<file path="config.mk">
export PLATFORM = sky130hd
export DESIGN_NAME = pcn_prep
export DESIGN_NICKNAME = d
export VERILOG_FILES = /design/src/rtl/pcn_pkg.sv /design/src/rtl/pcn_prep.sv
export SDC_FILE = /design/constraint.sdc
export NUM_CORES = 1
export LEC_CHECK = 0
export ABC_AREA = 1
export BUFFER_PORTS_ARGS = -buffer_cell sky130_fd_sc_hd__buf_2
export CORE_MARGIN = 5
export CORE_UTILIZATION = 30
export DETAILED_ROUTE_END_ITERATION = 8
export SYNTH_ARGS = -nofsm -noshare
export SYNTH_HDL_FRONTEND = slang
export SYNTH_SLANG_ARGS = --single-unit
export TNS_END_PERCENT = 100
</file>
<file path="constraint.sdc">
create_clock -name clock -period 12.1 [get_ports clock]
set_clock_uncertainty 0.15 [all_clocks]
set_input_delay 0.605 -clock clock [delete_from_list [all_inputs] [get_ports clock]]
set_output_delay 0.605 -clock clock [all_outputs]
set_load 0.03 [all_outputs]
</file>
<file path="src/rtl/pcn_pkg.sv">
// Package for the per-channel normaliser: widths, register indexes and the
// beat structures handed between stages. No dependencies.
`default_nettype none

package pcn_pkg;

   localparam int SAMPLE_W             = 32;
   localparam int DIFF_W               = SAMPLE_W + 1;
   localparam int STD_W                = 32;
   localparam int PARAM_W              = 64;
   localparam int CHAN_W               = 2;
   localparam int COUNT_REG_W          = 3;
   localparam int PLANE_SIZE_W         = 25;
   localparam int CSR_ADDR_W           = 3;
   localparam int RSP_USER_W           = 4;
   localparam int FRAC_BITS            = 16;
   localparam int DIV_STEPS            = 32;
   localparam int MAX_CHANNELS_DEF     = 4;
   localparam int PLANE_COUNT_BITS_DEF = 24;

   localparam logic [PARAM_W-1:0]  PARAM_RESET = PARAM_W'(65536);
   localparam logic [SAMPLE_W-1:0] SAT_MAX     = {1'b0, {(SAMPLE_W-1){1'b1}}};
   localparam logic [SAMPLE_W-1:0] SAT_MIN     = {1'b1, {(SAMPLE_W-1){1'b0}}};

   typedef enum logic [CSR_ADDR_W-1:0] {
      CSR_LAYOUT     = 3'd0,
      CSR_CHAN_COUNT = 3'd1,
      CSR_PLANE_SIZE = 3'd2,
      CSR_CHAN0      = 3'd3,
      CSR_CHAN1      = 3'd4,
      CSR_CHAN2      = 3'd5,
      CSR_CHAN3      = 3'd6
   } csr_index_type;

   typedef struct packed {
      logic signed [DIFF_W-1:0] diff;
      logic [STD_W-1:0]         sd;
      logic [CHAN_W-1:0]        chan;
      logic                     zero;
   } pcn_front_type;

   typedef struct packed {
      logic [STD_W-1:0]  mag;
      logic [STD_W-1:0]  den;
      logic              neg;
      logic [CHAN_W-1:0] chan;
      logic              zero;
   } pcn_mag_type;

   typedef struct packed {
      logic [STD_W-1:0]  rem;
      logic [STD_W-1:0]  dq;
      logic [STD_W-1:0]  den;
      logic              neg;
      logic              ovf;
      logic [CHAN_W-1:0] chan;
      logic              zero;
   } pcn_div_type;

endpackage

`default_nettype wire

</file>
<file path="src/rtl/pcn_prep.sv">
// Two stages ahead of the divider row: magnitudes and sign, then the
// overflow check and the initial remainder. Depends on pcn_pkg.
`default_nettype none

module pcn_prep (
   input  wire logic              clock,
   input  wire logic              reset,
   input  wire logic              up_valid,
   output logic                   up_ready,
   input  pcn_pkg::pcn_front_type up_data,
   output logic                   dn_valid,
   input  wire logic              dn_ready,
   output pcn_pkg::pcn_div_type   dn_data
);
   import pcn_pkg::*;

   logic              b_valid_ff, c_valid_ff;
   pcn_mag_type       b_data_ff, b_data_in;
   pcn_div_type       c_data_ff, c_data_in;
   logic              b_ready, c_ready;
   logic [DIFF_W-1:0] diff_abs;

   assign c_ready  = !c_valid_ff || dn_ready;
   assign b_ready  = !b_valid_ff || c_ready;
   assign up_ready = b_ready;
   assign dn_valid = c_valid_ff;
   assign dn_data  = c_data_ff;

   always_comb begin
      diff_abs       = up_data.diff[DIFF_W-1] ? (~up_data.diff + DIFF_W'(1))
                                              : up_data.diff;
      b_data_in.mag  = diff_abs[STD_W-1:0];
      b_data_in.den  = up_data.sd[STD_W-1] ? (~up_data.sd + STD_W'(1)) : up_data.sd;
      b_data_in.neg  = up_data.diff[DIFF_W-1] ^ up_data.sd[STD_W-1];
      b_data_in.chan = up_data.chan;
      b_data_in.zero = up_data.zero;

      c_data_in.rem  = STD_W'(b_data_ff.mag >> FRAC_BITS);
      c_data_in.dq   = b_data_ff.mag << FRAC_BITS;
      c_data_in.den  = b_data_ff.den;
      c_data_in.neg  = b_data_ff.neg;
      c_data_in.ovf  = (STD_W'(b_data_ff.mag >> FRAC_BITS) >= b_data_ff.den);
      c_data_in.chan = b_data_ff.chan;
      c_data_in.zero = b_data_ff.zero;
   end

   always_ff @(posedge clock) begin
      if (reset) begin
         b_valid_ff <= 1'b0;
         c_valid_ff <= 1'b0;
      end else begin
         if (b_ready) begin
            b_valid_ff <= up_valid;
         end
         if (c_ready) begin
            c_valid_ff <= b_valid_ff;
         end
      end
   end

   always_ff @(posedge clock) begin
      if (b_ready && up_valid) begin
         b_data_ff <= b_data_in;
      end
      if (c_ready && b_valid_ff) begin
         c_data_ff <= c_data_in;
      end
   end

endmodule

`default_nettype wire

</file>
==> metrics.md <==
| Metric | Value |
|---|---|
| Status | finished clean |
| Wire length of the first global-routing pass | around 26 mm |
| Reg-to-reg critical path endpoint | b_data_ff[45] |
| TritonCTS Buffers | 17 |
| Power Density | roughly 150 mW/mm² |
| Most area-consuming cells after synthesis | sky130_fd_sc_hd__edfxtp_1 59%, sky130_fd_sc_hd__nand2_1 7.9%, sky130_fd_sc_hd__inv_1 4.1% |
| Post-CTS setup-driven buffer insertion count | 0 |
| Max Fanout on Critical Path | 4 |
| Slowest library cell on the worst path | sky130_fd_sc_hd__dfxtp_1 |
| Warnings, synthesis | 0 |
| Floorplan row count | 55 |
| Worst path setup slack after routing | about 10 ns |
| Number of optimization iterations in the first detailed-route pass | 5 |
| I/O Buffers | ~140 |
| Total routed wirelength | 17.3 mm |
| Area delta synth->final | 21.5% |
| Post-place setup slack | about 9.8 ns |
| Mean area per synthesized cell | ~11 µm² |
| Category of the critical setup timing path | reg2out |
| Max-cap violations | 0 |
| IR Drop Worst-Case VDD | between 0.09 and 0.1 mV |
| CTS clock-pin slew for the worst setup and hold paths | about 0.06 ns |
| Commonest non-fill, non-tap cell in the layout | sky130_fd_sc_hd__nand2_1 |
| Post-DP HPWL | between 10 and 15 mm |
| Post-synthesis cell type count | 33 |
| Main combinational cell family by area after synthesis | simple AND/OR/NAND/NOR gates |
| Starting Density | 30.5% |
| Area of the mapped netlist | between 0.006 and 0.007 mm² |
| Root Buffer | sky130_fd_sc_hd__clkbuf_16 |
| Category of cells accounting for the largest share of critical-path delay | flip-flops |
| Kind of path behind the tightest hold check | in2reg |
| First-iteration detailed-routing DRC count | 364 |
| Detailed-route DRC error count | 0 |
| Setup slack of the worst register-to-register path | approximately 10 ns |
| Number of resized instances in the post-cts repair step | 0 |
| Pin count of the biggest net entering global routing | 70 |
| Per-cell routed wire length | between 15 and 20 µm |
| Share of synthesized cell area in full adder, half adder and majority cells | under 10% |
| Endpoint of the most critical setup path | up_ready |
| Final hold vios | 0 |
| Slew of the pin with the lowest slew margin | about 0.93 ns |
| Total of flip-flops plus latches after synthesis | 139 |
| Final critical path time including I/O delays and setup | just under 2 ns |
| Core region area | between 0.02 and 0.025 mm² |
| Count of endpoints failing setup in the final report | 0 |
| Worst-case headroom to the max-slew limit | a little under two fifths |
| Highest Clock Rate | ~0.52 GHz |
| CP Capture Type | primary output |
| Antenna violation net count after detailed routing | 0 |
| Post-route setup TNS | 0 ns |
| Critical-path cell list | nand3_1 -> buf_2 |
| Simple-gate area share of the yosys netlist | between 20% and 30% |
| Number of global-route vias before repair | about 4,800 |
| Worst endpoint data arrival time | between 1 and 1.5 ns |
| Worst reg2reg path depth | 4 |
| Gp weighted congestion | roughly 0.9 |
| Most area-hungry cell type in the Yosys netlist | sky130_fd_sc_hd__edfxtp_1 |
| Leakage dissipation | 3.60 nW |
| Share of the synthesized netlist area taken by xor and xnor gates | under 10% |
| Reg2Reg Launch Point | dn_valid |
| Part of the Yosys area used for sequential elements | 60.1% |
| Worst Hold Margin | roughly 0.20 ns |
| Number of antenna violations at the first check in global routing | 3 |
| CTS H-tree depth | 4 |
| Quantity of hold-fixing buffers added after cts | 0 |
| Commonest cells after routing, fill and taps aside | 145 x sky130_fd_sc_hd__nand2_1, 142 x sky130_fd_sc_hd__buf_2, 137 x sky130_fd_sc_hd__edfxtp_1 |
| Die Width | around 160 µm |
| CTS tree | built |
| Vias | ~4,800 |
| Overall die area | around 0.026 mm² |
| Final global-route overflow total | 0 |
| Biggest cell delay along the critical path | 0.41 ns |
| Fraction of final layout cells with drive strength greater than 1 | approximately a quarter |
| Die Height | around 160 µm |
| Number of nets in the layout | 901 |
| Buffers and inverters on the worst path | 1 |
| Number of filler cells placed in the layout | between 2,000 and 2,500 |
| Vias per Instance | 4.35 |
| Syn Inst Count | between 600 and 700 |
| Multiplexer fraction of the synthesized cell area | 0% |
| Worst-Skew Late Latency | roughly 0.43 ns |
| Critical path launch point | dn_valid |
| Area fraction in compound gates after synthesis | approximately 3.3% |
| Top-Level Pins | 175 |
| Startpoint types | register |
| Final Slew Violations | 0 |
| Top cell type's share of synthesized area | 59.5% |
| Total Routing Usage GR | a little over an eighth |
| Total number of cells along the worst setup path | 2 |
| Crit share post-route | 16.0% |
| Clock sink count | between 100 and 150 |
| RSZ-0062 raised after global routing | no |
| Required time reported for the critical path endpoint | ~11 ns |
| Largest buffer count on any clock path | 2 |
## worst min-delay path by stage
stage,end,slack [ns],startpoint,cells after the start
3_5_place_dp,dn_data[1],0.25,b_data_ff[1],0
5_1_grt,b_data_ff[2],0.19,up_data[2],1
6_report,b_data_ff[2],0.20,up_data[2],1
3_3_place_gp,dn_data[1],0.25,b_data_ff[1],0
2_1_floorplan,dn_data[0],0.25,b_data_ff[0],0
4_1_cts,dn_valid,0.18,reset,2
## final cells by class
type                            instances  area (µm²)  area share (%)
Antenna cell                            2        5.00          0.0596
Clock inverter                         13         119            1.41
Clock buffer                           19         433            5.15
Sequential cell                       139        4150            49.4
Tap cell                              285         357            4.24
Timing Repair Buffer                  144         726            8.63
Inverter                               78         293            3.48
Multi-Input combinational cell        431        2320            27.6
## flip-flops by register name, indices dropped and copies added, names as in the netlist
signal / cells
b_data_ff: 68
dn_valid: 1
dn_data: 69
b_valid_ff: 1
## worst reg2reg max path, stage by stage, from the launching register on
cell	delay, ns
sky130_fd_sc_hd__dfxtp_1	0.35
sky130_fd_sc_hd__nand3_1	0.14
sky130_fd_sc_hd__nand2_1	0.10
sky130_fd_sc_hd__inv_2	0.05
sky130_fd_sc_hd__buf_4	0.70
## power by group
part           switching (W)  total (W)  internal [W]
Combinational       0.000114   0.000157     0.0000439
Clock               0.000208   0.000492      0.000283
Sequential         0.0000126   0.000582      0.000570
Total               0.000334    0.00123      0.000897
## synth_stat cells
| cell | n |
|---|---|
| sky130_fd_sc_hd__inv_2 | 2 |
| sky130_fd_sc_hd__dfxtp_1 | 2 |
| sky130_fd_sc_hd__nor3_2 | 1 |
| sky130_fd_sc_hd__nand3_1 | 43 |
| sky130_fd_sc_hd__nand2_2 | 8 |
| sky130_fd_sc_hd__or2_4 | 1 |
| sky130_fd_sc_hd__nand3b_1 | 2 |
| sky130_fd_sc_hd__o21ai_0 | 21 |
| sky130_fd_sc_hd__nor2_1 | 58 |
| sky130_fd_sc_hd__o211ai_1 | 1 |
| sky130_fd_sc_hd__nand2_4 | 3 |
| sky130_fd_sc_hd__inv_1 | 76 |
| sky130_fd_sc_hd__buf_2 | 3 |
| sky130_fd_sc_hd__nor2_2 | 11 |
| sky130_fd_sc_hd__nand3_2 | 6 |
| sky130_fd_sc_hd__nand3b_2 | 1 |
| sky130_fd_sc_hd__buf_4 | 35 |
| sky130_fd_sc_hd__nor2_4 | 5 |
| sky130_fd_sc_hd__a21oi_1 | 11 |
| sky130_fd_sc_hd__xor2_1 | 23 |
| sky130_fd_sc_hd__o21ai_1 | 4 |
| sky130_fd_sc_hd__nand4_1 | 15 |
| sky130_fd_sc_hd__ha_1 | 18 |
| sky130_fd_sc_hd__and2_0 | 1 |
| sky130_fd_sc_hd__xor2_2 | 1 |
| sky130_fd_sc_hd__nand2_1 | 145 |
| sky130_fd_sc_hd__o21a_1 | 1 |
| sky130_fd_sc_hd__conb_1 | 1 |
| sky130_fd_sc_hd__xnor2_1 | 12 |
| sky130_fd_sc_hd__nor3_1 | 1 |
| sky130_fd_sc_hd__o21ai_2 | 4 |
| sky130_fd_sc_hd__nor4_1 | 2 |
| sky130_fd_sc_hd__edfxtp_1 | 137 |
## kinds of logic after synthesis
logic type,Yosys count
flip-flops,139
adder cells (fa/ha/maj),18
AND/OR/NAND/NOR,303
AO/OA/AOI/OAI,42
other,1
XOR/XNOR,36
buffers and inverters,116
## routing by layer
layer / vias to the layer above / routed length [µm] / GRT usage, %
li1: 2445 / - / -
met1: 2225 / 7180 / 16.2
met2: 136 / 8260 / 20.8
met3: 30 / 1300 / 4.52
met4: 2 / 495 / 6.15
met5: - / 13 / 0
## metrics by stage
stage,power [W],std cells,area [µm²],util [%]
2_1_floorplan,0.000702,686,7030,-
3_3_place_gp,0.000749,1077,7850,34.7
3_5_place_dp,0.000752,1077,7850,34.7
4_1_cts,0.00124,1109,8400,37.1
5_1_grt,0.00128,1111,8400,37.1
6_report,0.00123,1111,8400,37.1
Power figures use the tool's default switching activity.
