--- src/rtl/pcn_pkg.sv ---
// Package for the per-channel normaliser: widths, register indexes and the
// beat structures handed between stages. No dependencies.
`default_nettype none

package pcn_pkg;

   localparam int SAMPLE_W             = 32;
   localparam int DIFF_W               = SAMPLE_W + 1;
   localparam int STD_W                = 32;
   localparam int PARAM_W              = 64;
   localparam int CHAN_W               = 2;
   localparam int COUNT_REG_W          = 3;
   localparam int PLANE_SIZE_W         = 25;
   localparam int CSR_ADDR_W           = 3;
   localparam int RSP_USER_W           = 4;
   localparam int FRAC_BITS            = 16;
   localparam int DIV_STEPS            = 32;
   localparam int MAX_CHANNELS_DEF     = 4;
   localparam int PLANE_COUNT_BITS_DEF = 24;

   localparam logic [PARAM_W-1:0]  PARAM_RESET = PARAM_W'(65536);
   localparam logic [SAMPLE_W-1:0] SAT_MAX     = {1'b0, {(SAMPLE_W-1){1'b1}}};
   localparam logic [SAMPLE_W-1:0] SAT_MIN     = {1'b1, {(SAMPLE_W-1){1'b0}}};

   typedef enum logic [CSR_ADDR_W-1:0] {
      CSR_LAYOUT     = 3'd0,
      CSR_CHAN_COUNT = 3'd1,
      CSR_PLANE_SIZE = 3'd2,
      CSR_CHAN0      = 3'd3,
      CSR_CHAN1      = 3'd4,
      CSR_CHAN2      = 3'd5,
      CSR_CHAN3      = 3'd6
   } csr_index_type;

   typedef struct packed {
      logic signed [DIFF_W-1:0] diff;
      logic [STD_W-1:0]         sd;
      logic [CHAN_W-1:0]        chan;
      logic                     zero;
   } pcn_front_type;

   typedef struct packed {
      logic [STD_W-1:0]  mag;
      logic [STD_W-1:0]  den;
      logic              neg;
      logic [CHAN_W-1:0] chan;
      logic              zero;
   } pcn_mag_type;

   typedef struct packed {
      logic [STD_W-1:0]  rem;
      logic [STD_W-1:0]  dq;
      logic [STD_W-1:0]  den;
      logic              neg;
      logic              ovf;
      logic [CHAN_W-1:0] chan;
      logic              zero;
   } pcn_div_type;

endpackage

`default_nettype wire

--- src/rtl/pcn_div_cell.sv ---
// One cell of the divider row: one restoring step, one quotient bit per beat.
// Depends on pcn_pkg.
`default_nettype none

module pcn_div_cell (
   input  wire logic            clock,
   input  wire logic            reset,
   input  wire logic            up_valid,
   output logic                 up_ready,
   input  pcn_pkg::pcn_div_type up_data,
   output logic                 dn_valid,
   input  wire logic            dn_ready,
   output pcn_pkg::pcn_div_type dn_data
);
   import pcn_pkg::*;

   logic             valid_ff;
   pcn_div_type      data_ff, data_in;
   logic [STD_W:0]   shifted, trial;

   assign up_ready = !valid_ff || dn_ready;
   assign dn_valid = valid_ff;
   assign dn_data  = data_ff;

   always_comb begin
      data_in = up_data;
      shifted = {up_data.rem, up_data.dq[STD_W-1]};
      trial   = shifted - {1'b0, up_data.den};
      if (!trial[STD_W]) begin
         data_in.rem = trial[STD_W-1:0];
         data_in.dq  = {up_data.dq[STD_W-2:0], 1'b1};
      end else begin
         data_in.rem = shifted[STD_W-1:0];
         data_in.dq  = {up_data.dq[STD_W-2:0], 1'b0};
      end
   end

   always_ff @(posedge clock) begin
      if (reset) begin
         valid_ff <= 1'b0;
      end else if (up_ready) begin
         valid_ff <= up_valid;
      end
   end

   always_ff @(posedge clock) begin
      if (up_ready && up_valid) begin
         data_ff <= data_in;
      end
   end

endmodule

`default_nettype wire

--- config.mk ---
export PLATFORM = sky130hd
export DESIGN_NAME = pcn_div_cell
export DESIGN_NICKNAME = d
export VERILOG_FILES = /design/src/rtl/pcn_pkg.sv /design/src/rtl/pcn_div_cell.sv
export SDC_FILE = /design/constraint.sdc
export NUM_CORES = 1
export LEC_CHECK = 0
export ABC_AREA = 1
export CORE_UTILIZATION = 60
export CTS_CLUSTER_DIAMETER = 200
export DETAILED_ROUTE_END_ITERATION = 10
export DONT_BUFFER_PORTS = 1
export PLACE_DENSITY_LB_ADDON = 0.3
export REMOVE_ABC_BUFFERS = 1
export SLEW_MARGIN = 20
export SYNTH_ARGS = -nofsm -noshare
export SYNTH_HDL_FRONTEND = slang
export SYNTH_SLANG_ARGS = --single-unit
--- constraint.sdc ---
create_clock -name clock -period 14.6 [get_ports clock]
set_clock_uncertainty 0.05 [all_clocks]
set_input_delay 0 -clock clock [delete_from_list [all_inputs] [get_ports clock]]
set_output_delay 0 -clock clock [all_outputs]
set_load 0.005 [all_outputs]
==> impl_results.md, run 1 <==
* Overall routing resource usage at 0.348
* Fin Setup TNS at 0 ns
* Hold Path Class: in2reg
* Gr busiest metal: met2
* Post-synthesis cell type count at 24
* Layout cells sized above 1 at 0.0365
* Die Span X at ~100 microns
* Compound-Gate Fraction of Synth Area at 0.0313
* Final setup viols at 0
* Adder-cell share of the synthesized area at 0.0673
* Peak VDD IR at between 0.06 and 0.07 mV
* Post-synthesis cell count at 790
* Iter 0 DRT Violations at around 550
* Commonest cells in the netlist: nand2_1, inv_1, edfxtp_1, nor2_1, ha_1
* Max_cap viols at 0
* Post-CTS sizing at 0
* Top cells by area, synth: edfxtp_1, nand2_1, inv_1
* Combinational share of power at 0.238
* Synth Area in Simple Gates at 0.284
* Crit path time final at 2.54 ns
* Avg Cell Area, Syn at about 7.9 sq um
* Final WL at 19000 microns
* Final antenna-violating net count at 0
* Switching portion of total power at 0.321
* Antenna Cells at 0
* Starting Density at 0.630
* Status: complete, no violations
* Residual DRC at 0
* Async set-or-reset flop fraction in the synthesized netlist at 0
* Clk buf depth at 2
* FP Rows at 36
* Synthesized area at 0.00625 sq mm
* Top cell type by total area after synthesis: edfxtp_1
* DR vias at roughly 5700
* Fin area at 0.00763 sq mm
* Leakage at roughly 3.9 nW
* Reg power frac at 0.500
* Synth top area share at 0.486
* Clock transition at path regs at 0.11 ns
* GPL Wtd Cong at about 0.85
* Clk sinks at around 100
* Synth Area in XOR/XNOR at 0.0210
* Port-buffer cells at 0
* H-tree Lvls at 3
* Met1 Track Usage GR at 0.429
* Max Freq at roughly 390 MHz
* Internal power at ~0.5 mW
* Final slew viol count at 0
* RSZ-0062 raised after global routing: false
* Setup CP Type: in2reg
* Yosys reg bits at around 100
* Seq/Total Area, Yosys at 0.489
* Met3 Use GR at 0.0677
* Largest net degree at the start of global routing at 67
* CTS tree: built
* # IOs at 208
* Clk network pwr share at 0.262
* First-pass GRT wire length at ~29000 microns
* Critical path peak fanout at 32
* Core Area at between 0.009 and 0.01 sq mm
* PwrDens at 96.3 mW/mm^2
* Die area at 0.0108 sq mm
* Vias per Instance at between 5 and 6
* Number of global-route vias before repair at 5432
* Number of synthesized flops with an enable pin at approximately 100
* Final Hold Violating Endpoints at 0
* Area grow syn2layout at 22.1%
* Worst-margin pin slew at ~0.85 ns
* P_sw at 0.236 mW
* Met2 usage at 0.622
* Req. time, crit path at ~15 ns
* Global route overflow at 0
* Worst-skew pair later-pin latency at 0.39 ns
* Yosys warnings at 0
* WP data arrival at 2.63 ns
* First-pass DRT Iterations at 5
* Startpoint Class: input pin
* Initial antenna violation count at 0
* DR WL/cell at about 18 microns
* Clock root cell: clkbuf_8
* Main synth FF type: edfxtp_1
* Mux cell area share after synthesis at 0
* Placed inst area at 0.00636 sq mm
* Final net count at around 1000
* Post-DP HPWL at between 10000 and 15000 microns
* Count leader, synth: nand2_1
* Die height at between 100 and 150 microns
* Main combinational cell family by area after synthesis: simple AND/OR/NAND/NOR gates
* Max-Slew Margin vs Limit at 0.431
* Worst Setup End Kind: flop
* Number of CTS-inserted buffers at 9
* Tcrit/Tclk final at 0.174
[power groups by stage]
stage	sequential [mW]	clock (mW)	combinational [mW]
after floorplan	0.371	0	0.107
after global placement	0.371	0	0.136
after detailed placement	0.372	0	0.141
after CTS	0.366	0.188	0.165
after global routing	0.368	0.203	0.192
final	0.367	0.193	0.175
[routing by layer]
metal	share of wire	vias up
li1	-	2666
met1	0.37	2583
met3	0.094	60
met4	0.034	0
met5	0	-
met2	0.50	414
[placed cells by master, fill, tap and decap left out, types with 2 or more instances in the layout]
master	synthesis	routed
and2_1	4	4
nor2_1	39	39
a21oi_1	25	24
nor3_1	6	6
xor2_1	14	14
dlygate4sd3_1	0	103
a21oi_2	2	2
nand2_4	2	2
edfxtp_1	101	101
ha_1	32	32
o21bai_1	7	7
nand4_1	8	8
nand2_1	336	336
nand3b_1	2	2
nand3_1	31	31
nand2_2	8	8
clkbuf_8	0	9
inv_1	160	160
clkinvlp_4	0	2
inv_8	0	2
[layout make-up]
class,instances,area (sq um)
timing repair buffer,105,1070
inverter,161,604
multi-input combinational,521,2530
clock buffer,9,124
clock inverter,7,81.3
tap,133,166
sequential,102,3050
fill,696,2280
[final timing paths]
path	startpoint	end	slack (ns)	depth (start not counted)
setup / recovery	up_data[68]	dn_data[83]$_DFFE_PP_	12.06	16
hold / removal	dn_ready	dn_data[68]$_DFFE_PP_	0.009	2
setup reg to reg	dn_valid$_SDFFE_PP0N_	dn_data[60]$_DFFE_PP_	12.52	2
hold reg to reg	dn_valid$_SDFFE_PP0N_	dn_data[68]$_DFFE_PP_	0.76	1
[flip-flops by register name (all words and copies together), names as in the netlist]
signal,flops
dn_data,101
dn_valid,1
[logic make-up (layout without fill, tap and decap cells)]
kind of cell,count (synthesis),after routing
DFF,102,102
and+or+nand+nor,439,439
adders and majority gates,33,33
xor gates and xnor gates,15,15
AOI/OAI and AO/OA,34,34
buffers and inverters,167,282
[stage by stage]
stage	std cells	hold slack, ns	setup WS, ns	total power, mW	util
after floorplan	784	0.0191	8.73	0.478	-
after global placement	918	0.0210	12.25	0.507	0.642
after detailed placement	918	0.0254	12.10	0.513	0.642
after CTS	1036	0.0502	12.09	0.719	0.766
after global routing	1038	0.0387	11.84	0.763	0.770
final	1038	0.00853	12.06	0.735	0.770
[repair_timing]
action / in CTS / in global routing
buffers inserted: 0 / 0
endpoints found under the hold margin: 101 / 11
hold buffers: 102 / 1
[critical path: stages]
cell	delay, ns
dlygate4sd3_1	0.56
inv_1	0.05
ha_1	0.20
fa_1	0.41
inv_1	0.13
nand2_1	0.07
nand2_1	0.07
nand3_1	0.08
nand2_2	0.14
nand2_1	0.08
nand2_2	0.11
nand2_2	0.09
nand3_1	0.12
nand2_4	0.25
nand2_1	0.17
nand2_1	0.09
Note: power is estimated with default switching activity, not from simulation.
==> run 2, diff against run 1 <==
--- a/config.mk
+++ b/config.mk
@@ -5,7 +5,7 @@
 export SDC_FILE = /design/constraint.sdc
 export NUM_CORES = 1
 export LEC_CHECK = 0
-export ABC_AREA = 1
+export ABC_AREA = 0
 export CORE_UTILIZATION = 60
 export CTS_CLUSTER_DIAMETER = 200
 export DETAILED_ROUTE_END_ITERATION = 10
==> constraint.sdc (replaced) <==
create_clock -name clock -period 2.6 [get_ports clock]
set_clock_uncertainty 0.05 [all_clocks]
set_input_delay 0 -clock clock [delete_from_list [all_inputs] [get_ports clock]]
set_output_delay 0 -clock clock [all_outputs]
set_load 0.005 [all_outputs]
==> run 2 against run 1 <==
The run now ends with DRC, hold timing left. Worst setup slack got worse by 12 ns. Critical path type unchanged. Sequential share of layout area up 3.1 points. Hold slack worse by 0.37 ns. Sequential power rose to 5.6 times the previous value. Largest power group unchanged. Non-clock buffer count increased by 28. Combinational power increased to 5.7 times the previous value. Register-to-register slack worse by 12 ns. Die area down 12%. Largest cell class unchanged.
==> impl_results.md, run 2 <==
* Port-buffer cells at 0 (unchanged)
* Setup CP Type: in2reg
* Status: complete, but fails checks
* Adder-cell share of the synthesized area at 0.0762 (+0.00893)
* Critical Path Most Common Cell: a21oi_1
* Post-DP HPWL at 10200 microns (-19%)
* R2r endpoint: dn_data[35]$_DFFE_PP_
* First-pass GRT wire length at 24600 microns (-14%)
* Clock transition at path regs at 0.12 ns (about the same)
* Post-place setup slack at -0.113 ns (-12.21 ns)
* CP bufs+invs at 3 (unchanged)
* Top cell type by total area after synthesis: edfxtp_1
* Final antenna-violating net count at 0 (unchanged)
* Hold Path Class: in2reg
* Clk sinks at 102 (unchanged)
* CTS tree: built
* Commonest non-fill, non-tap cells in the layout: dlygate4sd3_1, edfxtp_1, nand2_1
* Non-filler cells, final at 706 (-32%)
* Max incr delay on CP at 0.41 ns (-0.15 ns)
* Area grow syn2layout at 28.3%
* Sequential Area at 0.00305 sq mm (unchanged)
* FP Rows at 34 (-5.6%)
* Async set-or-reset flop fraction in the synthesized netlist at 0 (unchanged)
* Max_cap viols at 0 (unchanged)
* Setup bufs post-CTS at 0 (unchanged)
* GPL Wtd Cong at 0.848 (about the same)
* Final WS setup at 0.200 ns (-11.86 ns)
* Fill count at 492 (-29%)
* Post-synthesis cell type count at 52 (+120%)
* Layout cells sized above 1 at 0.117 (+0.0806)
* Inst Count DP at 588 (-36%)
* Residual DRC at 20 (+20)
* Die height at 97.9 microns (-5.9%)
* CTS Hold Bufs at 102 (unchanged)
* Max Freq at 417 MHz
* PwrDens at 592 mW/mm^2 (+510%)
* Synthesized area at 0.00551 sq mm (-12%)
* Post-CTS sizing at 0 (unchanged)
* Failing checks: DRC, hold timing
* Combinational share of power at 0.237 (about the same)
* Synth Area in XOR/XNOR at 0.0381 (+0.0171)
* Worst path cell trace: inv_1, ha_1, fa_1, nand2b_1, a21oi_1, o211ai_1, a21oi_1, o21a_1, o211ai_4, inv_2, buf_12, mux2_4
* Compound-Gate Fraction of Synth Area at 0.143 (+0.111)
* Clock root cell: clkbuf_8
* Vias per Instance at 6.06 (+10%)
* Crit Reg-Reg Startpoint: dn_valid$_SDFFE_PP0N_
* Yosys reg bits at 102 (unchanged)
* WP data arrival at 2.49 ns (-0.14 ns)
* Count leader, synth: edfxtp_1
* Fin area at 0.00707 sq mm (-7.3%)
* Hold_ws at -0.359 ns (-0.367 ns)
* P_sw at 1.23 mW (+420%)
* Tcrit/Tclk final at 0.923
* Final slew viol count at 0 (unchanged)
* Leakage at 2.94 nW (-24%)
* Final setup viols at 0 (unchanged)
* Final Hold Violating Endpoints at 2 (+2)
* DR vias at 4280 (-25%)
* Crit-path leading delay family: compound AO/OA/AOI/OAI gates
* Clk network pwr share at 0.268 (+0.006)
* Number of CTS-inserted buffers at 9 (unchanged)
* Core Util, Final at 0.803 (+0.0335)
* Switching portion of total power at 0.294 (-0.0275)
* Reg2reg setup slack at 1.00 ns (-11.52 ns)
* Reg power frac at 0.495 (-0.005)
* Peak VDD IR at 0.331 mV (+440%)
* # IOs at 208 (unchanged)
* Critical Path Sink: dn_data[91]$_DFFE_PP_
* Starting Density at 0.626 (-0.00413)
* Commonest cells in the netlist: edfxtp_1, nand2_1, inv_1, ha_1, a21oi_1
* Iter 0 DRT Violations at 293 (-47%)
* Overall routing resource usage at 0.345 (-0.00311)
* Number of synthesized flops with an enable pin at 101 (unchanged)
* Worst-margin pin slew at 0.499 ns (-0.354 ns)
* Crit path time final at ~2.4 ns
* Startpoint Class: input pin
* Synth top area share at 0.550 (+0.0645)
* Yosys warnings at 0 (unchanged)
* Setup crit start: up_data[68]
* Worst-skew pair later-pin latency at 0.39 ns (about the same)
* Placed inst area at 0.00583 sq mm (-8.5%)
* Worst Setup End Kind: flop
* Core Area at 0.00881 sq mm (-11%)
* Synth Area in Simple Gates at 0.0960 (-0.188)
* Final WL at 16100 microns (-15%)
* R2R cell count at 3 (+1)
* Largest net degree at the start of global routing at 62 (-7.5%)
* Most common cell after layout, fill and taps aside: dlygate4sd3_1
* H-tree Lvls at 3 (unchanged)
* Post-synthesis cell count at 466 (-41%)
* Fin Setup TNS at 0 ns (unchanged)
* Seq/Total Area, Yosys at 0.554 (+0.0649)
* Crit path depth at 12 (-4)
* Largest register FFs at 101 (unchanged)
* Req. time, crit path at 2.69 ns (-11.99 ns)
* Internal power at 2.96 mW (+490%)
* First-pass DRT Iterations at 8 (+3)
* Slowest CP cell: fa_1
* Clk buf depth at 2 (unchanged)
* Die area at 0.00958 sq mm (-12%)
* RSZ-0062 raised after global routing: false
* Max-Slew Margin vs Limit at 0.664 (+0.233)
* Avg Cell Area, Syn at 11.8 sq um (+50%)
* Antenna Cells at 0 (unchanged)
* Mux cell area share after synthesis at 0.0508 (+0.0508)
* Critical path peak fanout at 16 (-50%)
* Number of global-route vias before repair at 4476 (-18%)
* Multi-input logic area at 0.00223 sq mm (-12%)
* Main synth FF type: edfxtp_1
* Main combinational cell family by area after synthesis: compound AO/OA/AOI/OAI gates
* Final net count at 731 (-30%)
* Global route overflow at 0 (unchanged)
* Initial antenna violation count at 0 (unchanged)
* Die Span X at 97.9 microns (-5.9%)
* DR WL/cell at 22.8 microns (+24%)
* Top cells by area, synth: edfxtp_1, ha_1, mux2_4
[run 2: cell types whose count changed after synthesis, moves of 6 or more]
cell	previous run	this run
a21o_1	0	15
nand2_2	8	0
o21ai_0	0	27
clkbuf_1	0	13
o211ai_1	0	6
mux2_4	0	18
inv_1	160	39
nand3_1	31	9
nor2_1	39	23
nand2_1	336	47
xnor2_1	1	15
[run 2: worst min path at each step]
stage	start	to	slack (ns)	cells after the start
after CTS	up_data[5]	dn_data[5]$_DFFE_PP_	-0.35	0
after global routing	up_data[5]	dn_data[5]$_DFFE_PP_	-0.38	0
after detailed placement	reset	dn_valid$_SDFFE_PP0N_	0.02	1
final	up_data[5]	dn_data[5]$_DFFE_PP_	-0.36	0
after floorplan	reset	dn_valid$_SDFFE_PP0N_	0.02	1
after global placement	reset	dn_valid$_SDFFE_PP0N_	0.02	1
[run 2: routing by layer]
metal / GRT usage / wire (microns) / vias to the layer above
met4: 0.149 / 607 / 0
met2: 0.613 / 8210 / 247
li1: - / - / 1964
met3: 0.112 / 1400 / 48
met5: 0 / 0 / -
met1: 0.378 / 5880 / 2021
[run 2: final cells by class]
class                   count  share of cell area
repair buffers            133               0.181
inverters                  40              0.0212
flip-flops and latches    102               0.432
well taps                 108              0.0191
clock inverters             7              0.0145
multi-input cells         307               0.315
clock buffers               9              0.0175
[run 2: power groups by stage]
stage	Clock (mW)	Sequential [mW]	Combinational [mW]
6_report	1.12	2.07	0.993
5_1_grt	1.20	2.08	1.07
4_1_cts	1.10	2.06	0.956
3_5_place_dp	0	2.10	0.824
3_3_place_gp	0	2.10	0.806
2_1_floorplan	0	2.08	0.589
[run 2: cells by family (layout without fill, tap and decap cells)]
| family | count (synthesis) | in the layout |
|---|---|---|
| adders and majority gates | 33 | 33 |
| xor gates and xnor gates | 24 | 24 |
| and+or+nand+nor | 113 | 113 |
| AOI/OAI and AO/OA | 118 | 118 |
| DFF | 102 | 102 |
| muxes | 19 | 19 |
| buffers and inverters | 57 | 189 |
[run 2: metrics by stage]
step	power, mW	hold slack [ns]
2_1_floorplan	2.67	0.0191
3_3_place_gp	2.91	0.0205
3_5_place_dp	2.93	0.0210
4_1_cts	4.12	-0.352
5_1_grt	4.34	-0.384
6_report	4.19	-0.359
