**config.mk**
```make
export PLATFORM = sky130hd
export DESIGN_NAME = pcn_front
export DESIGN_NICKNAME = d
export VERILOG_FILES = /design/src/rtl/pcn_pkg.sv /design/src/rtl/pcn_front.sv
export SDC_FILE = /design/constraint.sdc
export NUM_CORES = 1
export LEC_CHECK = 0
export ABC_AREA = 1
export BUFFER_PORTS_ARGS = -buffer_cell sky130_fd_sc_hd__buf_2
export CAP_MARGIN = 20
export CORE_AREA = 2 2 266 242
export CTS_CLUSTER_SIZE = 30
export DETAILED_ROUTE_END_ITERATION = 8
export DIE_AREA = 0 0 268 244
export PLACE_DENSITY = 0.56
export SYNTH_ARGS = -nofsm -noshare
export SYNTH_HDL_FRONTEND = slang
export SYNTH_SLANG_ARGS = --single-unit
```
**constraint.sdc**
```tcl
create_clock -name clock -period 5.75 [get_ports clock]
set_input_delay 0 -clock clock [delete_from_list [all_inputs] [get_ports clock]]
set_output_delay 0 -clock clock [all_outputs]
set_load 0.02 [all_outputs]
```
**src/rtl/pcn_pkg.sv**
```systemverilog
// Package for the per-channel normaliser: widths, register indexes and the
// beat structures handed between stages. No dependencies.
`default_nettype none

package pcn_pkg;

   localparam int SAMPLE_W             = 32;
   localparam int DIFF_W               = SAMPLE_W + 1;
   localparam int STD_W                = 32;
   localparam int PARAM_W              = 64;
   localparam int CHAN_W               = 2;
   localparam int COUNT_REG_W          = 3;
   localparam int PLANE_SIZE_W         = 25;
   localparam int CSR_ADDR_W           = 3;
   localparam int RSP_USER_W           = 4;
   localparam int FRAC_BITS            = 16;
   localparam int DIV_STEPS            = 32;
   localparam int MAX_CHANNELS_DEF     = 4;
   localparam int PLANE_COUNT_BITS_DEF = 24;

   localparam logic [PARAM_W-1:0]  PARAM_RESET = PARAM_W'(65536);
   localparam logic [SAMPLE_W-1:0] SAT_MAX     = {1'b0, {(SAMPLE_W-1){1'b1}}};
   localparam logic [SAMPLE_W-1:0] SAT_MIN     = {1'b1, {(SAMPLE_W-1){1'b0}}};

   typedef enum logic [CSR_ADDR_W-1:0] {
      CSR_LAYOUT     = 3'd0,
      CSR_CHAN_COUNT = 3'd1,
      CSR_PLANE_SIZE = 3'd2,
      CSR_CHAN0      = 3'd3,
      CSR_CHAN1      = 3'd4,
      CSR_CHAN2      = 3'd5,
      CSR_CHAN3      = 3'd6
   } csr_index_type;

   typedef struct packed {
      logic signed [DIFF_W-1:0] diff;
      logic [STD_W-1:0]         sd;
      logic [CHAN_W-1:0]        chan;
      logic                     zero;
   } pcn_front_type;

   typedef struct packed {
      logic [STD_W-1:0]  mag;
      logic [STD_W-1:0]  den;
      logic              neg;
      logic [CHAN_W-1:0] chan;
      logic              zero;
   } pcn_mag_type;

   typedef struct packed {
      logic [STD_W-1:0]  rem;
      logic [STD_W-1:0]  dq;
      logic [STD_W-1:0]  den;
      logic              neg;
      logic              ovf;
      logic [CHAN_W-1:0] chan;
      logic              zero;
   } pcn_div_type;

endpackage

`default_nettype wire

```
**src/rtl/pcn_front.sv**
```systemverilog
// Configuration registers, channel and plane counters, and the entry stage
// that forms x - mean. Depends on pcn_pkg.
`default_nettype none

module pcn_front #(
   parameter int MAX_CHANNELS     = pcn_pkg::MAX_CHANNELS_DEF,
   parameter int PLANE_COUNT_BITS = pcn_pkg::PLANE_COUNT_BITS_DEF
) (
   input  wire logic                            clock,
   input  wire logic                            reset,
   input  wire logic                            csr_wr_en,
   input  wire logic [pcn_pkg::CSR_ADDR_W-1:0]  csr_addr,
   input  wire logic [pcn_pkg::PARAM_W-1:0]     csr_wdata,
   input  wire logic                            up_valid,
   output logic                                 up_ready,
   input  wire logic [pcn_pkg::SAMPLE_W-1:0]    up_sample,
   input  wire logic                            up_start,
   output logic                                 dn_valid,
   input  wire logic                            dn_ready,
   output pcn_pkg::pcn_front_type               dn_data
);
   import pcn_pkg::*;

   localparam int CMP_W = (PLANE_COUNT_BITS + 1 > PLANE_SIZE_W) ?
                          PLANE_COUNT_BITS + 1 : PLANE_SIZE_W;

   logic                        layout_ff;
   logic [COUNT_REG_W-1:0]      count_ff;
   logic [PLANE_SIZE_W-1:0]     plane_size_ff;
   logic [PARAM_W-1:0]          params_ff [MAX_CHANNELS];
   logic [CHAN_W-1:0]           chan_ff, chan_in;
   logic [PLANE_COUNT_BITS-1:0] pos_ff, pos_in;
   logic                        valid_ff;
   pcn_front_type               data_ff, data_in;

   logic                        accept;
   logic [CHAN_W-1:0]           chan_cur, chan_adv;
   logic [PLANE_COUNT_BITS-1:0] pos_cur;
   logic [PLANE_COUNT_BITS:0]   pos_inc;
   logic [COUNT_REG_W-1:0]      eff_count, chan_inc;
   logic                        plane_end;
   logic [PARAM_W-1:0]          sel;
   logic [SAMPLE_W-1:0]         mean;

   assign up_ready = !valid_ff || dn_ready;
   assign accept   = up_valid && up_ready;
   assign dn_valid = valid_ff;
   assign dn_data  = data_ff;

   always_comb begin
      chan_cur = up_start ? '0 : chan_ff;
      pos_cur  = up_start ? '0 : pos_ff;

      sel = PARAM_RESET;
      for (int k = 0; k < MAX_CHANNELS; k++) begin
         if (chan_cur == CHAN_W'(k)) begin
            sel = params_ff[k];
         end
      end

      if (count_ff == '0) begin
         eff_count = COUNT_REG_W'(1);
      end else if (count_ff > COUNT_REG_W'(MAX_CHANNELS)) begin
         eff_count = COUNT_REG_W'(MAX_CHANNELS);
      end else begin
         eff_count = count_ff;
      end
      chan_inc = COUNT_REG_W'(chan_cur) + COUNT_REG_W'(1);
      chan_adv = (chan_inc >= eff_count) ? '0 : chan_inc[CHAN_W-1:0];

      pos_inc   = {1'b0, pos_cur} + {{PLANE_COUNT_BITS{1'b0}}, 1'b1};
      plane_end = (CMP_W'(pos_inc) >= CMP_W'(plane_size_ff)) ||
                  pos_inc[PLANE_COUNT_BITS];

      if (layout_ff) begin
         if (plane_end) begin
            pos_in  = '0;
            chan_in = chan_adv;
         end else begin
            pos_in  = pos_inc[PLANE_COUNT_BITS-1:0];
            chan_in = chan_cur;
         end
      end else begin
         pos_in  = pos_cur;
         chan_in = chan_adv;
      end

      mean         = sel[PARAM_W-1:STD_W];
      data_in.diff = $signed({up_sample[SAMPLE_W-1], up_sample}) -
                     $signed({mean[SAMPLE_W-1], mean});
      data_in.sd   = sel[STD_W-1:0];
      data_in.chan = chan_cur;
      data_in.zero = (sel[STD_W-1:0] == '0);
   end

   always_ff @(posedge clock) begin
      if (reset) begin
         layout_ff     <= 1'b0;
         count_ff      <= COUNT_REG_W'(3);
         plane_size_ff <= PLANE_SIZE_W'(1);
         for (int k = 0; k < MAX_CHANNELS; k++) begin
            params_ff[k] <= PARAM_RESET;
         end
         chan_ff  <= '0;
         pos_ff   <= '0;
         valid_ff <= 1'b0;
      end else begin
         if (csr_wr_en) begin
            unique case (csr_index_type'(csr_addr))
               CSR_LAYOUT:     layout_ff     <= csr_wdata[0];
               CSR_CHAN_COUNT: count_ff      <= csr_wdata[COUNT_REG_W-1:0];
               CSR_PLANE_SIZE: plane_size_ff <= csr_wdata[PLANE_SIZE_W-1:0];
               default: ;
            endcase
         end
         for (int k = 0; k < MAX_CHANNELS; k++) begin
            if (csr_wr_en &&
                csr_addr == CSR_ADDR_W'(CSR_CHAN0) + CSR_ADDR_W'(k)) begin
               params_ff[k] <= csr_wdata;
            end
         end
         if (accept) begin
            chan_ff <= chan_in;
            pos_ff  <= pos_in;
         end
         if (up_ready) begin
            valid_ff <= up_valid;
         end
      end
   end

   always_ff @(posedge clock) begin
      if (accept) begin
         data_ff <= data_in;
      end
   end

endmodule

`default_nettype wire

```
==> results.cfg, run 1 <==
[synth]
synth.most_common_cell = sky130_fd_sc_hd__nor2_1
asyncSetResetFlopFracSynth_pct = 0
count_of_state_elements_after_synthesis = 380
seq_area_frac_synth_pct = 58.3
mappedNetlistArea_sq_um = 18600
synth_largest_area_cell = sky130_fd_sc_hd__edfxtp_1
syn_nets = 2137
post_synth_most_frequent_cells = sky130_fd_sc_hd__nor2_1, sky130_fd_sc_hd__edfxtp_1, sky130_fd_sc_hd__nand2_1
ys_warn_count = 0
synth.area.top_cells = sky130_fd_sc_hd__edfxtp_1, sky130_fd_sc_hd__nor2_1, sky130_fd_sc_hd__dfxtp_1
syn-instance-count = 1966
synthDistinctLibCells = 46
number_of_enable_type_register_cells_in_the_synthesized_netlist = 324
synth_top_flop_cell = sky130_fd_sc_hd__edfxtp_1
syn_avg_cell_area_sq_um = 9.46
yosysTopAreaCellShare_pct = 52.3

[finish]
nets = 2394
areaGrowthSynthToFinish_pct = 22.5
layout_cells_sized_above_1_pct = 13.3
final-instance-count-excl-fill = 3103
n_antenna_cell = 0
final_util_pct = 36.5

[detailed_routing]
remaining_antenna_violation_count_after_routing = 0
routed_wl_um = 54600
vias_per_cell = 4.76
drt_first_iter_violations = 1394
drc_errors = 0
detailroute.via_count = 14800
drt_first_pass_iters = 6
wire_per_inst_um = 17.6

[grt]
first_pass_grt_wire_length_um = 82700
grt_start_max_net_pins = 71
antenna_violations_before_repair = 2
overflow = 0
first_global_vias = 14700
global_route.usage.total_pct = 16.4

[worst_setup_path]
cp_max_fo = 31
critPathMaxStageDelay_ps = 800
worstPathArrival_ps = 4780
type_of_destination_of_the_critical_path = flip-flop
critical_path.n_buffers_inverters = 2
worst_setup_path_endpoint = dn_data[61]
crit_start = chan_ff[0]
worst_r2r_endpoint = dn_data[61]
slowest_stage = sky130_fd_sc_hd__ha_2
rr_worst_depth = 17
cp_num_cells = 17
cell_class_contributing_the_biggest_share_of_worst_path_delay = compound AO/OA/AOI/OAI gates
path_cells = nand2_1 > inv_1 > ha_2 > a22oi_1 > nand2_1 > o21ai_0 > a21oi_1 > ha_1 > inv_1 > fa_1 > nand3_1 > nand2_1 > a21oi_1 > o21ai_1 > a21oi_1 > o21ai_1 > xor2_1
ff2ff_setup_slack_ps = 1300
timing.critical_path.required_ps = 6080
critical_path.reg2reg.startpoint = chan_ff[0]
critPathKind = flip-flop to flip-flop
setup.worst_path.start_class = flip-flop

[status]
status = finished clean

[die]
count_of_boundary_i_o_pins = 175
initial_utilization_pct = 29.8
die_w_um = 268
die-area_sq_um = 65400
die_height_um = 244
area_of_the_core_sq_um = 62400
floorplan.rows = 87

[power]
static-leakage-power_nw = 9.33
irDropWorstVdd_mv = 0.235
power-per-cell-area_nw_per_um2 = 321
report.power.total_mw = 7.30

[timing]
finalHoldWorstSlack_ps = 32.5
slew_headroom_pct = 36.1
min_period_over_period_pct = 77.3
fmaxAchievable_mhz = 225
rsz0062_at_grt = false
slew_viol_final = 0
tightest_slew_ps = 955
final_setup_viols = 0
final_period_minus_worst_setup_slack_ps = 4450
setup_tns_ps = 0
timing.final.hold_violations = 0
clock_skew_ps = 32.0

[place]
place.gp.congestion = 0.936
buffer_ports.inserted = 174
place_inst = 2919
place_hpwl_um = 35200

[cts]
cts_inserted_buffers = 44
clock_sinks = 380
clockBufferDepth = 3
worstSkewPairLatency_ps = 590
cts_tree = built
clk_pin_slew_ps = 60
cts_repair_resize_count = 0
clk_root_buffer_cell = sky130_fd_sc_hd__clkbuf_16
htree_levels = 2

[worst_hold_path]
min_path_type = primary input to flip-flop

[flow_run]
maxCapViolations = 0
placed cells by master, fill, tap and decap left out, types with 3 or more instances in the layout:
master	instances
sky130_fd_sc_hd__bufinv_16	3
sky130_fd_sc_hd__a21oi_1	184
sky130_fd_sc_hd__nor3_1	11
sky130_fd_sc_hd__o21ai_0	195
sky130_fd_sc_hd__a22oi_1	32
sky130_fd_sc_hd__xor2_1	32
sky130_fd_sc_hd__xnor2_1	10
sky130_fd_sc_hd__buf_2	174
sky130_fd_sc_hd__nor4_1	5
sky130_fd_sc_hd__nor2_2	5
sky130_fd_sc_hd__o21ai_1	4
sky130_fd_sc_hd__o211ai_1	6
sky130_fd_sc_hd__nand3_1	34
sky130_fd_sc_hd__o21bai_1	5
sky130_fd_sc_hd__ha_1	62
sky130_fd_sc_hd__clkbuf_16	45
sky130_fd_sc_hd__clkbuf_1	10
sky130_fd_sc_hd__edfxtp_1	324
sky130_fd_sc_hd__clkinvlp_4	3
sky130_fd_sc_hd__nand2_2	7
sky130_fd_sc_hd__nand3_2	5
sky130_fd_sc_hd__clkinv_1	10
sky130_fd_sc_hd__nor2_1	348
sky130_fd_sc_hd__inv_2	10
sky130_fd_sc_hd__buf_4	21
sky130_fd_sc_hd__nand2_1	293
sky130_fd_sc_hd__a21o_1	4
sky130_fd_sc_hd__dfxtp_1	56
sky130_fd_sc_hd__inv_1	201
sky130_fd_sc_hd__a31oi_1	11
sky130_fd_sc_hd__dlygate4sd3_1	103
sky130_fd_sc_hd__clkinv_2	9
sky130_fd_sc_hd__nand4_1	10
final cells by class:
| class | count | area [sq um] |
|---|---|---|
| Timing Repair Buffer | 298 | 2060 |
| Tap cell | 845 | 1060 |
| Clock buffer | 55 | 1160 |
| Clock inverter | 26 | 240 |
| Fill cell | 6304 | 39600 |
| Sequential cell | 380 | 10900 |
| Multi-Input combinational cell | 1285 | 6600 |
| Inverter | 214 | 813 |
kinds of logic after synthesis:
| kind of cell | Yosys count | share of synthesized area [%] |
|---|---|---|
| AND/OR/NAND/NOR | 728 | 15.8 |
| adder cells (fa/ha/maj) | 66 | 4.48 |
| XOR/XNOR | 43 | 2.07 |
| buffers and inverters | 301 | 6.36 |
| flip-flops | 380 | 58.3 |
| AO/OA/AOI/OAI | 448 | 12.9 |
layer usage:
metal,vias up,global-route usage [%],part of all wire [%]
met5,-,0,0
li1,7175,-,-
met2,443,26.9,46
met3,66,2.79,5.9
met1,7094,22.4,46
met4,0,4.14,2.1
flip-flops by register name (all words and copies together) (netlist names):
register       cells
params_ff        256
dn_valid           1
plane_size_ff     25
layout_ff          1
dn_data           68
pos_ff            24
count_ff           3
chan_ff            2
worst min-delay path: stages:
cell and delay [ps]:
sky130_fd_sc_hd__buf_2 120, sky130_fd_sc_hd__ha_1 220, sky130_fd_sc_hd__xor2_1 100
report_power, final:
group | internal [mW] | leakage [nW] | switching [mW] | total, mW
logic | 0.409 | 5.06 | 0.830 | 1.24
clock network | 1.58 | 0.675 | 1.16 | 2.74
registers | 3.26 | 3.60 | 0.0653 | 3.32
total | 5.25 | 9.33 | 2.06 | 7.30
per-stage QoR:
stage | instance area [sq um] | worst slack, ps
after CTS | 22800 | 1320
after global placement | 20300 | 1200
after floorplan | 18600 | 1940
after global routing | 22800 | 963
after detailed placement | 20300 | 1160
final | 22800 | 1300
worst min path at each step:
| stage | from | cells after the start | end | slack (ps) |
|---|---|---|---|---|
| after global routing | up_sample[9] | 3 | dn_data[44] | 60 |
| after detailed placement | dn_ready | 4 | dn_valid | 320 |
| after global placement | dn_ready | 4 | dn_valid | 300 |
| after floorplan | dn_ready | 2 | up_ready | 180 |
| after CTS | up_sample[9] | 3 | dn_data[44] | 0.2 |
| final | up_sample[9] | 3 | dn_data[44] | 30 |
repair_timing:
item | CTS | global route
hold endpoints to repair | 317 | 0
hold buffers | 103 | 0
buffers inserted | 0 | 0
Power figures use the tool's default switching activity.
==> run 2, diff against run 1 <==
Clock period 5.75 ns to 4.5 ns, I/O delays scaled along.
==> run 2 against run 1 <==
  * Register-to-register slack worse by 910 ps
  * Sequential share of layout area fell by 0.13 points
  * Count of clock-buffer cells in the layout decreased by 3
  * Critical path depth down 1
  * Combinational power rose by 27%
  * Cell area up 0.26%
  * Utilization grew 0.096 points
  * Die area is the same
  * Worst hold slack improved by 5.0 ps
==> results.cfg, run 2 (synthesized netlist as in run 1, its figures left out) <==
[status]
status = finished clean

[cts]
cts_hold_repair.buffers = 102
clock_sinks = 380
clk_root_buffer_cell = sky130_fd_sc_hd__clkbuf_16
worstSkewPairLatency_ps = 590
cts_inserted_buffers = 43
clk_pin_slew_ps = 60
clockBufferDepth = 3
postCtsSetupRepairBufs = 0
cts_repair_resize_count = 0
htree_levels = 2
cts_tree = built

[grt]
overflow = 0
global_route.usage.total_pct = 16.4
antenna_violations_before_repair = 0
first_global_vias = 14700
first_pass_grt_wire_length_um = 82900
grt_start_max_net_pins = 96

[detailed_routing]
remaining_antenna_violation_count_after_routing = 0
routed_wl_um = 54000
wire_per_inst_um = 17.4
detailroute.via_count = 14800
drt_first_pass_iters = 6
drt_first_iter_violations = 1136
vias_per_cell = 4.76
drc_errors = 0

[timing]
finalHoldWorstSlack_ps = 37.5
slew_headroom_pct = 32.2
slew_viol_final = 0
final_setup_viols = 0
min_period_over_period_pct = 91.2
timing.final.hold_violations = 0
final_period_minus_worst_setup_slack_ps = 4110
final_critical_path_setup_slack_ps = 394
fmaxAchievable_mhz = 244
clock_skew_ps = 36.8
setup_tns_ps = 0
tightest_slew_ps = 1010
rsz0062_at_grt = false

[worst_setup_path]
timing.critical_path.required_ps = 4830
most_frequent_cell_on_the_critical_path = sky130_fd_sc_hd__nand2_1
cp_max_fo = 38
critPathKind = flip-flop to flip-flop
cp_num_cells = 16
setup.worst_path.start_class = flip-flop
critPathMaxStageDelay_ps = 440
rr_worst_depth = 16
path_cells = nand2_1 > inv_1 > ha_2 > nor2_4 > buf_12 > a22oi_1 > o21ai_0 > o21ai_0 > ha_1 > nand2_1 > nor2_1 > nand2_1 > o21ai_1 > a21oi_1 > o21ai_1 > xor2_1
worstPathArrival_ps = 4430
type_of_destination_of_the_critical_path = flip-flop
cell_class_contributing_the_biggest_share_of_worst_path_delay = compound AO/OA/AOI/OAI gates
slowest_stage = sky130_fd_sc_hd__ha_1
critical_path.n_buffers_inverters = 2

[place]
place_hpwl_um = 35400
pre_cts_ws_ps = 240
place.gp.congestion = 0.869
buffer_ports.inserted = 174

[finish]
nets = 2395
layout_cells_sized_above_1_pct = 13.3
final_util_pct = 36.6
largest_reg_flops = 256
mostFrequentLayoutCell = sky130_fd_sc_hd__nor2_1
layout_common_cells = sky130_fd_sc_hd__nor2_1, sky130_fd_sc_hd__edfxtp_1, sky130_fd_sc_hd__nand2_1, sky130_fd_sc_hd__inv_1, sky130_fd_sc_hd__o21ai_0
areaGrowthSynthToFinish_pct = 22.8
register_name_with_the_most_flops = params_ff
fillerInstances = 6289

[die]
count_of_boundary_i_o_pins = 175
initial_utilization_pct = 29.8
die_height_um = 244
die_w_um = 268
floorplan.rows = 87
area_of_the_core_sq_um = 62400
die-area_sq_um = 65400

[flow_run]
maxCapViolations = 0

[power]
irDropWorstVdd_mv = 0.284
report.power.total_mw = 9.33
static-leakage-power_nw = 9.35
power-per-cell-area_nw_per_um2 = 408

[worst_hold_path]
hold_path_depth = 4
min_path_type = primary input to flip-flop
[run 2: cell types whose count changed in the layout (fill, tap and decap cells not counted), sizes merged]
cell	previous run	this run
diode	0	1
clkinv	21	20
buf	195	198
clkbuf	55	52
dlygate4sd3	103	102
bufinv	3	5
clkinvlp	3	2
[run 2: through the flow]
| step | cells | cell area (sq um) |
|---|---|---|
| after floorplan | 1966 | 18600 |
| after global placement | 2922 | 20400 |
| final | 3103 | 22800 |
| after CTS | 3102 | 22800 |
| after global routing | 3102 | 22800 |
| after detailed placement | 2922 | 20400 |
[run 2: power by group]
group | total (mW) | switching [mW] | internal, mW | leakage (nW)
combinational | 1.58 | 1.05 | 0.532 | 5.08
clock | 3.50 | 1.45 | 2.05 | 0.669
sequential | 4.25 | 0.0838 | 4.16 | 3.60
total | 9.33 | 2.59 | 6.74 | 9.35
[run 2: routing by layer]
layer | GRT usage [%] | share of wire (%)
met1 | 22.3 | 46
met3 | 2.47 | 5.5
met2 | 27.3 | 46
met4 | 4.57 | 2.4
met5 | 0 | 0
[run 2: worst min-delay path, cell delays in order]
cell	delay, ps
sky130_fd_sc_hd__buf_2	90
sky130_fd_sc_hd__ha_1	250
sky130_fd_sc_hd__nand3_1	100
sky130_fd_sc_hd__nand2_1	70
[run 2: area by class of cell]
cell class / count / area (sq um) / area share (%)
repair buffers: 300 / 2130 / 9.35
well taps: 845 / 1060 / 4.63
flip-flops and latches: 380 / 10900 / 47.5
multi-input cells: 1285 / 6600 / 28.9
diodes: 1 / 2.50 / 0.0110
inverters: 214 / 812 / 3.56
clock inverters: 26 / 278 / 1.22
clock buffers: 52 / 1110 / 4.86
[run 2: path summary, 6_finish.rpt]
path                           from                 to  slack, ps
setup / recovery         chan_ff[0]        dn_data[61]        390
hold / removal        up_sample[31]        dn_data[67]         40
setup reg to reg         chan_ff[0]        dn_data[61]        390
hold reg to reg   plane_size_ff[15]  plane_size_ff[15]        460
